`src/sv/voxel_grid_box_occupancy_core_macros.svh`:
```
// ---------------------------------------------------------------------------
// Assertion macros for the voxel grid box occupancy core
// Clocked on clk, disabled while arst_n is low.
// ---------------------------------------------------------------------------
`ifndef VOXEL_GRID_BOX_OCCUPANCY_CORE_MACROS_SVH
`define VOXEL_GRID_BOX_OCCUPANCY_CORE_MACROS_SVH

// same-cycle implication
`define VGBO_ASSERT_NOW(lbl, ante, cons) \
	lbl: assert property (@(posedge clk) disable iff (!arst_n) (ante) |-> (cons)) \
		else $error("vgbo assertion failed");

// next-cycle implication
`define VGBO_ASSERT_NEXT(lbl, ante, cons) \
	lbl: assert property (@(posedge clk) disable iff (!arst_n) (ante) |=> (cons)) \
		else $error("vgbo assertion failed");

`endif

```
`src/sv/vgbo_pkg.sv`:
```
// ---------------------------------------------------------------------------
// vgbo_pkg
// Shared types, field widths and codes of the voxel grid box occupancy core.
// ---------------------------------------------------------------------------
`default_nettype none

package vgbo_pkg;

	localparam int MAX_DIM_DEF    = 16;
	localparam int CELL_COUNT_DEF = 4096;
	localparam int ID_BITS_DEF    = 16;

	localparam int DIM_W     = 5;   // grid dimension registers
	localparam int POS_W     = 4;
	localparam int SIZE_W    = 5;
	localparam int ID_W      = 16;  // item id on the ports
	localparam int WD_W      = 2 * DIM_W;
	localparam int N_W       = 3 * DIM_W;
	localparam int IDX_W     = 20;  // signed walk index, covers wrap below zero
	localparam int CFG_IDX_W = 2;

	localparam logic [DIM_W-1:0] DIM_RESET = DIM_W'(16);

	localparam logic [CFG_IDX_W-1:0] CFG_GRID_WIDTH  = CFG_IDX_W'(0);
	localparam logic [CFG_IDX_W-1:0] CFG_GRID_DEPTH  = CFG_IDX_W'(1);
	localparam logic [CFG_IDX_W-1:0] CFG_GRID_HEIGHT = CFG_IDX_W'(2);

	typedef enum logic [2:0] {
		ACT_READ      = 3'd0,
		ACT_WRITE     = 3'd1,
		ACT_FILL_BOX  = 3'd2,
		ACT_CLEAR_BOX = 3'd3,
		ACT_OVERLAP   = 3'd4,
		ACT_FIND      = 3'd5,
		ACT_CLEAR_ALL = 3'd6
	} act_t;

	typedef struct packed {
		act_t              action;
		logic [POS_W-1:0]  pos_x;
		logic [POS_W-1:0]  pos_y;
		logic [POS_W-1:0]  pos_z;
		logic [SIZE_W-1:0] size_x;
		logic [SIZE_W-1:0] size_y;
		logic [SIZE_W-1:0] size_z;
		logic [ID_W-1:0]   item_id;
	} in_t;

	typedef struct packed {
		logic [ID_W-1:0] read_id;
		logic            success;
		logic            hit;
	} out_t;

	// effective grid shape, handed from the config block to the sequencer
	typedef struct packed {
		logic [DIM_W-1:0] w;
		logic [DIM_W-1:0] d;
		logic [DIM_W-1:0] h;
		logic [WD_W-1:0]  wd;
		logic [N_W-1:0]   n;   // cells in use, capped at the store size
	} geom_t;

	// register value saturated to 1..max_dim
	function automatic logic [DIM_W-1:0] eff_dim(input logic [DIM_W-1:0] r, input int max_dim);
		logic [DIM_W-1:0] v;
		if (r == '0) begin
			v = DIM_W'(1);
		end else if (int'(r) > max_dim) begin
			v = DIM_W'(max_dim);
		end else begin
			v = r;
		end
		return v;
	endfunction

endpackage

`default_nettype wire

```
`src/sv/vgbo_seq.sv`:
```
// ---------------------------------------------------------------------------
// vgbo_seq
// Action sequencer: box and store walks, clearing sweeps, result building.
// ---------------------------------------------------------------------------
`default_nettype none

module vgbo_seq #(
	parameter int CELL_COUNT = vgbo_pkg::CELL_COUNT_DEF,
	parameter int ID_BITS    = vgbo_pkg::ID_BITS_DEF,
	localparam int ADDR_W    = $clog2(CELL_COUNT)
) (
	input  logic                 clk,
	input  logic                 arst_n,
	input  vgbo_pkg::geom_t      geom,
	input  logic                 clear_req,
	input  logic                 in_valid,
	output logic                 in_ready,
	input  vgbo_pkg::in_t        in_data,
	output logic                 resp_valid,
	input  logic                 resp_take,
	output vgbo_pkg::out_t       resp_data,
	output logic                 mem_we,
	output logic                 mem_re,
	output logic [ADDR_W-1:0]    mem_addr,
	output logic [ID_BITS-1:0]   mem_wdata,
	output logic [ID_BITS-1:0]   mem_key,
	output logic                 mem_neg,
	input  logic [ID_BITS-1:0]   mem_rdata,
	input  logic                 mem_match
);

	localparam int IDX_W  = vgbo_pkg::IDX_W;
	localparam int SIZE_W = vgbo_pkg::SIZE_W;
	localparam logic signed [IDX_W-1:0] CELLS_S   = IDX_W'(CELL_COUNT);
	localparam logic signed [IDX_W-1:0] LAST_CELL = IDX_W'(CELL_COUNT - 1);

	typedef enum logic [6:0] {
		S_SWEEP    = 7'b0000001,
		S_IDLE     = 7'b0000010,
		S_SETUP    = 7'b0000100,
		S_DISPATCH = 7'b0001000,
		S_WALK     = 7'b0010000,
		S_DRAIN    = 7'b0100000,
		S_RESP     = 7'b1000000
	} state_t;

	state_t state_q, state_d;
	logic signed [IDX_W-1:0] idx_q, idx_d;
	logic sweep_res_q, sweep_res_d;
	logic chk_s1, chk_d;

	vgbo_pkg::in_t item_s1;
	logic signed [IDX_W-1:0] org_s1, rinc_s1, pinc_s1;
	logic fit_s1, inr_s1, zero_s1, neg_s1;
	logic [ID_BITS-1:0] wdata_s1, key_s1;
	logic probe_q, probe_d, find_q, find_d;
	logic [SIZE_W-1:0] cx_q, cy_q, cz_q, cx_d, cy_d, cz_d;
	vgbo_pkg::out_t res_q, res_d;

	logic accept, match, probe_ok, walk_last;
	logic signed [IDX_W-1:0] org_c, rinc_c, n_s, n_last;
	logic [SIZE_W-1:0] sx_last, sy_last, sz_last;
	logic fit_c, inr_c, zero_c;

	assign in_ready = (state_q == S_IDLE) && !clear_req;
	assign accept   = in_valid && in_ready;

	// origin and per-row wrap step; multiplies are narrow and run in parallel
	assign org_c = IDX_W'(item_s1.pos_x)
		+ IDX_W'(geom.w) * IDX_W'(item_s1.pos_y)
		+ IDX_W'(geom.wd) * IDX_W'(item_s1.pos_z);
	assign rinc_c = IDX_W'(1) + IDX_W'(geom.w) - IDX_W'(item_s1.size_x);

	assign zero_c = (item_s1.size_x == '0) || (item_s1.size_y == '0) || (item_s1.size_z == '0);
	assign fit_c = !zero_c
		&& (6'(item_s1.pos_x) + 6'(item_s1.size_x) <= 6'(geom.w))
		&& (6'(item_s1.pos_y) + 6'(item_s1.size_y) <= 6'(geom.d))
		&& (6'(item_s1.pos_z) + 6'(item_s1.size_z) <= 6'(geom.h));
	assign inr_c = (5'(item_s1.pos_x) < geom.w) && (5'(item_s1.pos_y) < geom.d)
		&& (5'(item_s1.pos_z) < geom.h) && (org_c < CELLS_S);

	assign n_s    = signed'(IDX_W'(geom.n));
	assign n_last = n_s - IDX_W'(1);

	assign sx_last = item_s1.size_x - SIZE_W'(1);
	assign sy_last = item_s1.size_y - SIZE_W'(1);
	assign sz_last = item_s1.size_z - SIZE_W'(1);

	assign probe_ok  = !idx_q[IDX_W-1] && (idx_q < n_s);
	assign walk_last = find_q ? (idx_q == n_last)
		: (zero_s1 || ((cx_q == sx_last) && (cy_q == sy_last) && (cz_q == sz_last)));
	assign match = chk_s1 && mem_match;

	always_comb begin
		state_d     = state_q;
		idx_d       = idx_q;
		sweep_res_d = sweep_res_q;
		chk_d       = 1'b0;
		probe_d     = probe_q;
		find_d      = find_q;
		cx_d        = cx_q;
		cy_d        = cy_q;
		cz_d        = cz_q;
		res_d       = res_q;
		mem_we      = 1'b0;
		mem_re      = 1'b0;
		case (state_q)
			S_SWEEP: begin
				mem_we = 1'b1;
				if (idx_q == LAST_CELL) begin
					idx_d = '0;
					if (sweep_res_q) begin
						res_d.success = 1'b1;
						state_d = S_RESP;
					end else begin
						state_d = S_IDLE;
					end
				end else begin
					idx_d = idx_q + IDX_W'(1);
				end
			end
			S_IDLE: begin
				if (accept) begin
					res_d   = '0;
					state_d = S_SETUP;
				end
			end
			S_SETUP: begin
				state_d = S_DISPATCH;
			end
			S_DISPATCH: begin
				cx_d    = '0;
				cy_d    = '0;
				cz_d    = '0;
				probe_d = 1'b0;
				find_d  = 1'b0;
				idx_d   = org_s1;
				state_d = S_RESP;
				case (item_s1.action)
					vgbo_pkg::ACT_READ: begin
						if (inr_s1) begin
							mem_re  = 1'b1;
							state_d = S_DRAIN;
						end
					end
					vgbo_pkg::ACT_WRITE: begin
						if (inr_s1) begin
							mem_we = 1'b1;
							res_d.success = 1'b1;
						end
					end
					vgbo_pkg::ACT_FILL_BOX, vgbo_pkg::ACT_CLEAR_BOX: begin
						if (fit_s1) begin
							state_d = S_WALK;
						end
					end
					vgbo_pkg::ACT_OVERLAP: begin
						probe_d = 1'b1;
						if (org_s1 < n_s) begin
							state_d = S_WALK;
						end
					end
					vgbo_pkg::ACT_FIND: begin
						probe_d = 1'b1;
						find_d  = 1'b1;
						idx_d   = '0;
						state_d = S_WALK;
					end
					vgbo_pkg::ACT_CLEAR_ALL: begin
						idx_d       = '0;
						sweep_res_d = 1'b1;
						state_d     = S_SWEEP;
					end
					default: begin
						state_d = S_RESP;
					end
				endcase
			end
			S_WALK: begin
				if (probe_q && match) begin
					// early out; a read already in flight is simply dropped
					res_d.hit = 1'b1;
					state_d   = S_RESP;
				end else begin
					if (probe_q) begin
						mem_re = probe_ok;
						chk_d  = probe_ok;
					end else begin
						mem_we = idx_q < CELLS_S;
					end
					if (walk_last) begin
						if (probe_q) begin
							state_d = S_DRAIN;
						end else begin
							res_d.success = 1'b1;
							state_d = S_RESP;
						end
					end else if (find_q) begin
						idx_d = idx_q + IDX_W'(1);
					end else if (cx_q != sx_last) begin
						cx_d  = cx_q + SIZE_W'(1);
						idx_d = idx_q + IDX_W'(1);
					end else begin
						cx_d = '0;
						if (cy_q != sy_last) begin
							cy_d  = cy_q + SIZE_W'(1);
							idx_d = idx_q + rinc_s1;
						end else begin
							cy_d  = '0;
							cz_d  = cz_q + SIZE_W'(1);
							idx_d = idx_q + pinc_s1;
						end
					end
				end
			end
			S_DRAIN: begin
				if (item_s1.action == vgbo_pkg::ACT_READ) begin
					res_d.read_id = 16'(mem_rdata);
					res_d.success = 1'b1;
				end else if (match) begin
					res_d.hit = 1'b1;
				end
				state_d = S_RESP;
			end
			S_RESP: begin
				if (resp_take) begin
					state_d = S_IDLE;
				end
			end
			default: begin
				state_d = S_IDLE;
			end
		endcase
		// dimension change: restart the clearing sweep, no result
		if (clear_req) begin
			state_d     = S_SWEEP;
			idx_d       = '0;
			sweep_res_d = 1'b0;
		end
	end

	always_ff @(posedge clk or negedge arst_n) begin
		if (!arst_n) begin
			state_q     <= S_SWEEP;
			idx_q       <= '0;
			sweep_res_q <= 1'b0;
			chk_s1      <= 1'b0;
		end else begin
			state_q     <= state_d;
			idx_q       <= idx_d;
			sweep_res_q <= sweep_res_d;
			chk_s1      <= chk_d;
		end
	end

	always_ff @(posedge clk) begin
		if (accept) begin
			item_s1 <= in_data;
		end
		if (state_q == S_SETUP) begin
			org_s1   <= org_c;
			rinc_s1  <= rinc_c;
			fit_s1   <= fit_c;
			inr_s1   <= inr_c;
			zero_s1  <= zero_c;
			neg_s1   <= item_s1.action == vgbo_pkg::ACT_OVERLAP;
			key_s1   <= (item_s1.action == vgbo_pkg::ACT_FIND) ? ID_BITS'(item_s1.item_id) : '0;
			wdata_s1 <= (item_s1.action == vgbo_pkg::ACT_CLEAR_BOX) ? '0
				: ID_BITS'(item_s1.item_id);
		end
		if (state_q == S_DISPATCH) begin
			// plane wrap step: row step plus the skipped rows of one plane
			pinc_s1 <= rinc_s1 + IDX_W'(geom.w)
				* (IDX_W'(geom.d) - IDX_W'(item_s1.size_y));
		end
		probe_q <= probe_d;
		find_q  <= find_d;
		cx_q    <= cx_d;
		cy_q    <= cy_d;
		cz_q    <= cz_d;
		res_q   <= res_d;
	end

	assign mem_addr  = (state_q == S_DISPATCH) ? org_s1[ADDR_W-1:0] : idx_q[ADDR_W-1:0];
	assign mem_wdata = (state_q == S_SWEEP) ? '0 : wdata_s1;
	assign mem_key   = key_s1;
	assign mem_neg   = neg_s1;

	assign resp_valid = state_q == S_RESP;
	assign resp_data  = res_q;

endmodule

`default_nettype wire

```
`config.mk`:
```
export PLATFORM = sky130hd
export DESIGN_NAME = vgbo_seq
export DESIGN_NICKNAME = d
export VERILOG_FILES = /design/src/sv/voxel_grid_box_occupancy_core_macros.svh /design/src/sv/vgbo_pkg.sv /design/src/sv/vgbo_seq.sv
export SDC_FILE = /design/constraint.sdc
export NUM_CORES = 1
export LEC_CHECK = 0
export BUFFER_PORTS_ARGS = -buffer_cell sky130_fd_sc_hd__buf_4
export CAP_MARGIN = 10
export CORE_UTILIZATION = 50
export DETAILED_ROUTE_END_ITERATION = 6
export PLACE_DENSITY = 0.73
export SYNTH_ARGS = -nofsm -noshare
export SYNTH_HDL_FRONTEND = slang
export SYNTH_SLANG_ARGS = --single-unit
```
`constraint.sdc`:
```
create_clock -name clk -period 5.9 [get_ports clk]
set_clock_uncertainty 0.1 [all_clocks]
set_input_delay 0.295 -clock clk [delete_from_list [all_inputs] [get_ports clk]]
set_output_delay 0.295 -clock clk [all_outputs]
set_load 0.05 [all_outputs]
```
== After elaboration in Yosys (flattened, before gate mapping) ==
Index checks and enable logic that the tools add are counted.

* Equality and inequality tests: 42
* Add/subtract/negate cells: 19
* Multiply operators: 3
* Muxes and demuxes: 72
* Reduce and logical (&&, ||, !) cells: 42
* $lt $le $gt $ge: 10

{| class="wikitable"
|+ Operator list
! operator !! count
|-
| two-way mux 20 bit || 8
|-
| two-way mux 7 bit || 11
|-
| two-way mux 5 bit || 14
|-
| adder 20 bit || 3
|-
| one-hot mux 20 bit (3 select lines) || 1
|-
| one-hot mux 7 bit (7 select lines) || 1
|-
| less-than comparator 20 x 16 -> 1 bit || 2
|-
| one-hot mux 7 bit (5 select lines) || 1
|-
| one-hot mux 16 bit (2 select lines) || 1
|-
| != test 2 bit, second input constant || 15
|-
| one-hot mux 5 bit (2 select lines) || 3
|-
| two-way mux 1 bit || 24
|-
| adder 20 x 2 -> 20 bit, second input constant || 1
|-
| equality test 20 x 13 -> 1 bit, second input constant || 1
|-
| equality test 20 x 16 -> 1 bit || 1
|-
| less-than comparator 20 x 14 -> 1 bit, second input constant || 1
|-
| adder 4 x 5 -> 6 bit || 3
|-
| less-or-equal comparator 6 x 5 -> 1 bit || 3
|-
| two-way mux 18 bit || 1
|-
| two-way mux 17 bit || 1
|-
| two-way mux 16 bit || 1
|-
| subtractor 15 x 1 -> 16 bit, second input constant || 1
|-
| adder 10 x 14 -> 15 bit || 1
|-
| adder 5 x 1 -> 5 bit, second input constant || 3
|-
| 46 further kinds || 86
|}

* Output and inout bits: 67
* Input port bits: 108
* Word-level logic and storage cells: 217
* Register bits after elaboration: 206

== Logic depth before layout (Yosys ltp) ==
* Word-level depth: 10
* Depth in mapped cells: 30
* Depth with buffers taken out: 30

== Worst setup path before layout ==
Ideal clock, no wire load.

* Kind: reg-to-reg
* Start: reg item_s1[22] (netlist name)
* End: reg pinc_s1[12], data pin
* Clock period less this slack: 6.350 ns
* Data arrival time: 5.986 ns
* Required time: 5.536 ns
* Buffers on the path: 0
* Stages on the path, launching flop included: 28
* Setup time: 0.264 ns
* Slack: -0.450 ns
* Cell sequence: edfxtp_1 -> inv_1 -> ha_1 -> a21oi_1 -> o21ai_0 -> a21o_1 -> a21o_1 -> or2_2 -> fa_1 -> fa_1 -> inv_1 -> fa_1 -> inv_1 -> fa_1 -> inv_1 -> ha_1 -> a21o_1 -> a21oi_1 -> o21bai_1 -> a21oi_1 -> o21bai_1 -> a21oi_1 -> xnor2_1 -> ha_1 -> inv_1 -> nand2_1 -> and4_1 -> a21oi_1

* Longest elaborated chain between the ends: 3

{| class="wikitable"
|+ RTL lines
! element !! line !! source
|-
| from (decl) || vgbo_seq.sv:52 || <nowiki>vgbo_pkg::in_t item_s1;</nowiki>
|-
| from (signal assigned) || vgbo_seq.sv:258 || <nowiki>item_s1 <= in_data;</nowiki>
|-
| subtractor 5 x 5 -> 6 bit || vgbo_seq.sv:274 || <nowiki>* (IDX_W'(geom.d) - IDX_W'(item_s1.size_y));</nowiki>
|-
| multiplier 6 x 6 -> 12 bit || vgbo_seq.sv:274 ||
|-
| adder 20 bit || vgbo_seq.sv:273 || <nowiki>pinc_s1 <= rinc_s1 + IDX_W'(geom.w)</nowiki>
|-
| to (signal assigned) || vgbo_seq.sv:273 ||
|-
| to (decl) || vgbo_seq.sv:53 || <nowiki>logic signed [IDX_W-1:0] org_s1, rinc_s1, pinc_s1;</nowiki>
|}

No other way between the ends.
A chain may end at the register's enable or synchronous reset.

== Worst setup path in the final report ==
* Start: reg item_s1[22] (netlist name)
* End: reg pinc_s1[11], data pin

The elaborated chain is that of the path after synthesis.

==> flow_summary.html <==
<table>
<tr><th>Metric</th><th>Value</th></tr>
<tr><th colspan="2">Synthesis</th></tr>
<tr><td>Unique masters post-synth</td><td>76</td></tr>
<tr><td>Area of the mapped netlist</td><td>15,600 sq um</td></tr>
<tr><td>Top cells by area, synth</td><td>edfxtp_1 (31%), ha_1 (15%), fa_1 (7.8%)</td></tr>
<tr><td>Number of register bits inferred by synthesis</td><td>188</td></tr>
<tr><td>Top post-synthesis cells by count</td><td>ha_1 (191), edfxtp_1 (159), inv_1 (153), nand2_1 (138), and2_1 (114)</td></tr>
<tr><td>Proportion of register bits with asynchronous set or reset after synthesis</td><td>15.4%</td></tr>
<tr><td>Count of flip-flops with a built-in enable after synthesis</td><td>159</td></tr>
<tr><td>Main synth FF type</td><td>edfxtp_1</td></tr>
<tr><td>Synth area leader</td><td>edfxtp_1</td></tr>
<tr><td>Cells after synthesis</td><td>1,573</td></tr>
<tr><td>Register area share after synthesis</td><td>35.3%</td></tr>
<tr><td>Synth warnings</td><td>0</td></tr>
<tr><td>Share of the synthesized area in the top cell type</td><td>30.7%</td></tr>
<tr><td>Library cell with the highest instance count after synthesis</td><td>ha_1</td></tr>
<tr><td>Synthesized netlist net count</td><td>1,933</td></tr>
<tr><td>Avg Cell Area, Syn</td><td>9.90 sq um</td></tr>
<tr><th colspan="2">Timing</th></tr>
<tr><td>Final critical-path required period</td><td>5.89 ns</td></tr>
<tr><td>Slew Limit Headroom</td><td>16.7%</td></tr>
<tr><td>Count of endpoints failing hold in the final timing report</td><td>0</td></tr>
<tr><td>Ratio of final minimum period to clock period</td><td>99.9%</td></tr>
<tr><td>Setup repair after global routing missed its margin</td><td>yes</td></tr>
<tr><td>Setup TNS after final layout</td><td>0 ns</td></tr>
<tr><td>F_max</td><td>170 MHz</td></tr>
<tr><td>Setup slack of the critical path after layout</td><td>0.00536 ns</td></tr>
<tr><td>Final number of setup-violating endpoints</td><td>0</td></tr>
<tr><td>Final Max Tran Viols</td><td>0</td></tr>
<tr><td>Slew at the pin with the worst max-slew slack</td><td>1.25 ns</td></tr>
<tr><td>Post-route worst hold slack</td><td>0.0183 ns</td></tr>
<tr><th colspan="2">Clock tree</th></tr>
<tr><td>Clk_lat worst skew</td><td>0.45 ns</td></tr>
<tr><td>TritonCTS Sinks</td><td>188</td></tr>
<tr><td>Root buffer cell</td><td>clkbuf_16</td></tr>
<tr><td>TritonCTS clock tree</td><td>built</td></tr>
<tr><td>Clock buffer depth</td><td>2</td></tr>
<tr><td>Clock-pin transition on the worst setup and hold timing paths</td><td>0.09 ns</td></tr>
<tr><td>Num CTS Buffers</td><td>17</td></tr>
<tr><td>H-Tree Level Count</td><td>4</td></tr>
<tr><th colspan="2">Placed design</th></tr>
<tr><td>Pre-CTS setup slack</td><td>-0.208 ns</td></tr>
<tr><td>IO Port Bufs</td><td>174</td></tr>
<tr><td>Global placer's final weighted congestion</td><td>0.938</td></tr>
<tr><td>Placed wire-length estimate after detailed placement</td><td>29,800 um</td></tr>
<tr><th colspan="2">Route</th></tr>
<tr><td>Vias per inst</td><td>5.61</td></tr>
<tr><td>Antenna Violating Nets Remaining</td><td>0</td></tr>
<tr><td>First-pass DRT Iterations</td><td>6</td></tr>
<tr><td>DRC violation total after the first TritonRoute iteration</td><td>1,132</td></tr>
<tr><td>DRC violations left</td><td>0</td></tr>
<tr><td>Wire per inst</td><td>17.5 um</td></tr>
<tr><td>Count of vias placed by the detailed router</td><td>12,500</td></tr>
<tr><td>Post-detailed-routing wire length</td><td>39,000 um</td></tr>
<tr><th colspan="2">Power and ir drop</th></tr>
<tr><td>Switching share of power</td><td>36.1%</td></tr>
<tr><td>Cell-internal power</td><td>0.00295 W</td></tr>
<tr><td>Sequential Power Share</td><td>34.3%</td></tr>
<tr><td>Power per Cell Area</td><td>246 nW/um^2</td></tr>
<tr><td>Peak ir drop on the vdd network</td><td>0.202 mV</td></tr>
<tr><td>Clock share of power</td><td>25.3%</td></tr>
<tr><td>Total power</td><td>0.00462 W</td></tr>
<tr><td>Gate power share</td><td>40.4%</td></tr>
<tr><td>Static leakage power</td><td>8.53 nW</td></tr>
<tr><td>Power dissipated by switching net loads</td><td>0.00167 W</td></tr>
<tr><th colspan="2">Flow run</th></tr>
<tr><td>Maximum capacitance violations</td><td>0</td></tr>
<tr><th colspan="2">Setup path</th></tr>
<tr><td>Data required time at the worst endpoint</td><td>5.99 ns</td></tr>
<tr><td>Setup crit end kind</td><td>register</td></tr>
<tr><td>CP startpoint kind</td><td>register</td></tr>
<tr><td>CP Class</td><td>register to register</td></tr>
<tr><td>Critical path data arrival time</td><td>5.99 ns</td></tr>
<tr><td>Largest fanout on the critical path</td><td>5</td></tr>
<tr><th colspan="2">Global routing</th></tr>
<tr><td>Number of antenna violations at the first check in global routing</td><td>0</td></tr>
<tr><td>Overflow left after global routing</td><td>0</td></tr>
<tr><td>Wire length of the first global-routing pass</td><td>61,100 um</td></tr>
<tr><td>Via count of the first global-routing pass</td><td>12,300</td></tr>
<tr><td>Global-route total usage across every layer</td><td>24.6%</td></tr>
<tr><td>Largest net degree at the start of global routing</td><td>59</td></tr>
<tr><th colspan="2">Status</th></tr>
<tr><td>Status</td><td>completed</td></tr>
<tr><th colspan="2">Final layout</th></tr>
<tr><td>Nets</td><td>2,175</td></tr>
<tr><td>Ant. Diodes</td><td>0</td></tr>
<tr><td>Share of post-route cells with drive strength above 1</td><td>16.6%</td></tr>
<tr><td>Signed area change from the synthesized netlist to the final layout</td><td>20.4%</td></tr>
<tr><th colspan="2">Die</th></tr>
<tr><td>Die Ht</td><td>179 um</td></tr>
<tr><td>Top-level port count</td><td>175</td></tr>
<tr><td>Rows</td><td>64</td></tr>
<tr><td>DIE WIDTH</td><td>179 um</td></tr>
<tr><td>Core outline area</td><td>30,600 sq um</td></tr>
<tr><td>Area of the die</td><td>31,900 sq um</td></tr>
<tr><td>Starting density of the core</td><td>50.9%</td></tr>
<tr><th colspan="2">Hold path</th></tr>
<tr><td>Class of the tightest hold or removal check</td><td>primary input to register</td></tr>
</table>
[power groups by stage]
stage	Combinational [W]	Clock (W)	Sequential (W)
floorplan	0.00127	0	0.00158
global route	0.00207	0.00123	0.00159
global placement	0.00169	0	0.00161
CTS	0.00180	0.00119	0.00158
detailed placement	0.00174	0	0.00161
finish	0.00187	0.00117	0.00158
[metrics by stage]
stage                     util, %  cells  cell area (sq um)
after floorplan                 -   1573              15600
after global placement       57.2   2134              17500
after detailed placement     57.2   2134              17500
after CTS                    61.1   2221              18700
after global routing         61.3   2224              18800
final                        61.3   2224              18800
[flip-flops by register name, summed over array words and instances (netlist names), 5 cells and up]
name       count
item_s1       46
idx_q         20
pinc_s1       20
resp_data     18
mem_key       16
wdata_s1      16
org_s1        15
rinc_s1        7
state_q        7
cx_q           5
cy_q           5
cz_q           5
[critical path: stages, from the launching register on]
cell and delay, ns:
edfxtp_1 0.41, inv_2 0.10, ha_4 0.20, a21oi_4 0.14, o21ai_2 0.07, a21o_1 0.15, a21o_1 0.17, or2_4 0.23
fa_1 0.48, fa_1 0.52, inv_1 0.05, fa_1 0.47, inv_1 0.05, fa_1 0.52, inv_2 0.06, fa_2 0.34
a21o_1 0.19, a21oi_2 0.15, xnor2_1 0.09, ha_1 0.34, nand3_1 0.10, nand2_1 0.05, a41o_1 0.24, nor4_4 0.19
nor3_4 0.09, xnor2_1 0.13
[kinds of logic after synthesis]
family                     share of synthesized area [%]
DFF                                                 35.3
buffers and inverters                               4.88
AOI/OAI and AO/OA                                   11.9
and+or+nand+nor                                     17.8
muxes                                              0.699
adders and majority gates                           23.2
xor gates and xnor gates                            6.22
[what timing repair did]
item | in CTS | in global routing
setup buffers | 7 | 2
gates resized for setup | 12 | 10
endpoints found under the hold margin | 75 | 0
hold buffers | 48 | 0
endpoints found under the setup margin | 9 | 11
pin swaps | 23 | 14
[layout by cell type, fill, tap and decap left out, types with 7 or more instances in the layout]
cell / instances
nand2b_1: 16
nand2_1: 137
nor4_1: 9
nor2b_1: 16
edfxtp_1: 159
and2_1: 113
inv_1: 148
nand3_1: 36
nand4_1: 10
o21bai_1: 11
and3_1: 33
xor2_1: 38
clkbuf_16: 17
o21ai_0: 51
a21oi_2: 7
xnor2_1: 68
a211oi_1: 16
a21o_1: 31
buf_4: 217
a31oi_1: 10
a21oi_1: 71
ha_1: 188
fa_1: 59
o21a_1: 14
nor3_1: 27
mux2_2: 7
dlygate4sd3_1: 48
nor2_1: 89
dfrtp_1: 28
or3_1: 10
[metal layers]
metal  track usage, %  wire length [um]  vias up  share of wire, %
met5                0                 0        -                 0
met4             7.63               925        0               2.4
met3             3.96              2360       64               6.0
met2             40.9             18600      430                48
met1             32.7             17100     5959                44
li1                 -                 -     6023                 -
[cell type report]
class	count	area [sq um]
Tap cell	396	495
Clock inverter	14	170
Sequential cell	188	5500
Fill cell	2544	11800
Timing Repair Buffer	267	2130
Multi-Input combinational cell	1187	9450
Clock buffer	18	429
Inverter	154	578
[final timing paths]
kind	start	end	slack, ns	depth (start not counted)
max reg2reg	item_s1[22]	pinc_s1[11]	0.005	25
max in group asynchronous	arst_n	state_q[0]	5.13	2
max	item_s1[22]	pinc_s1[11]	0.005	25
min reg2reg	item_s1[10]	wdata_s1[10]	0.45	1
min in group asynchronous	arst_n	idx_q[15]	0.23	2
min	mem_rdata[2]	resp_data[4]	0.02	2
Note: power is estimated with default switching activity, not from simulation.
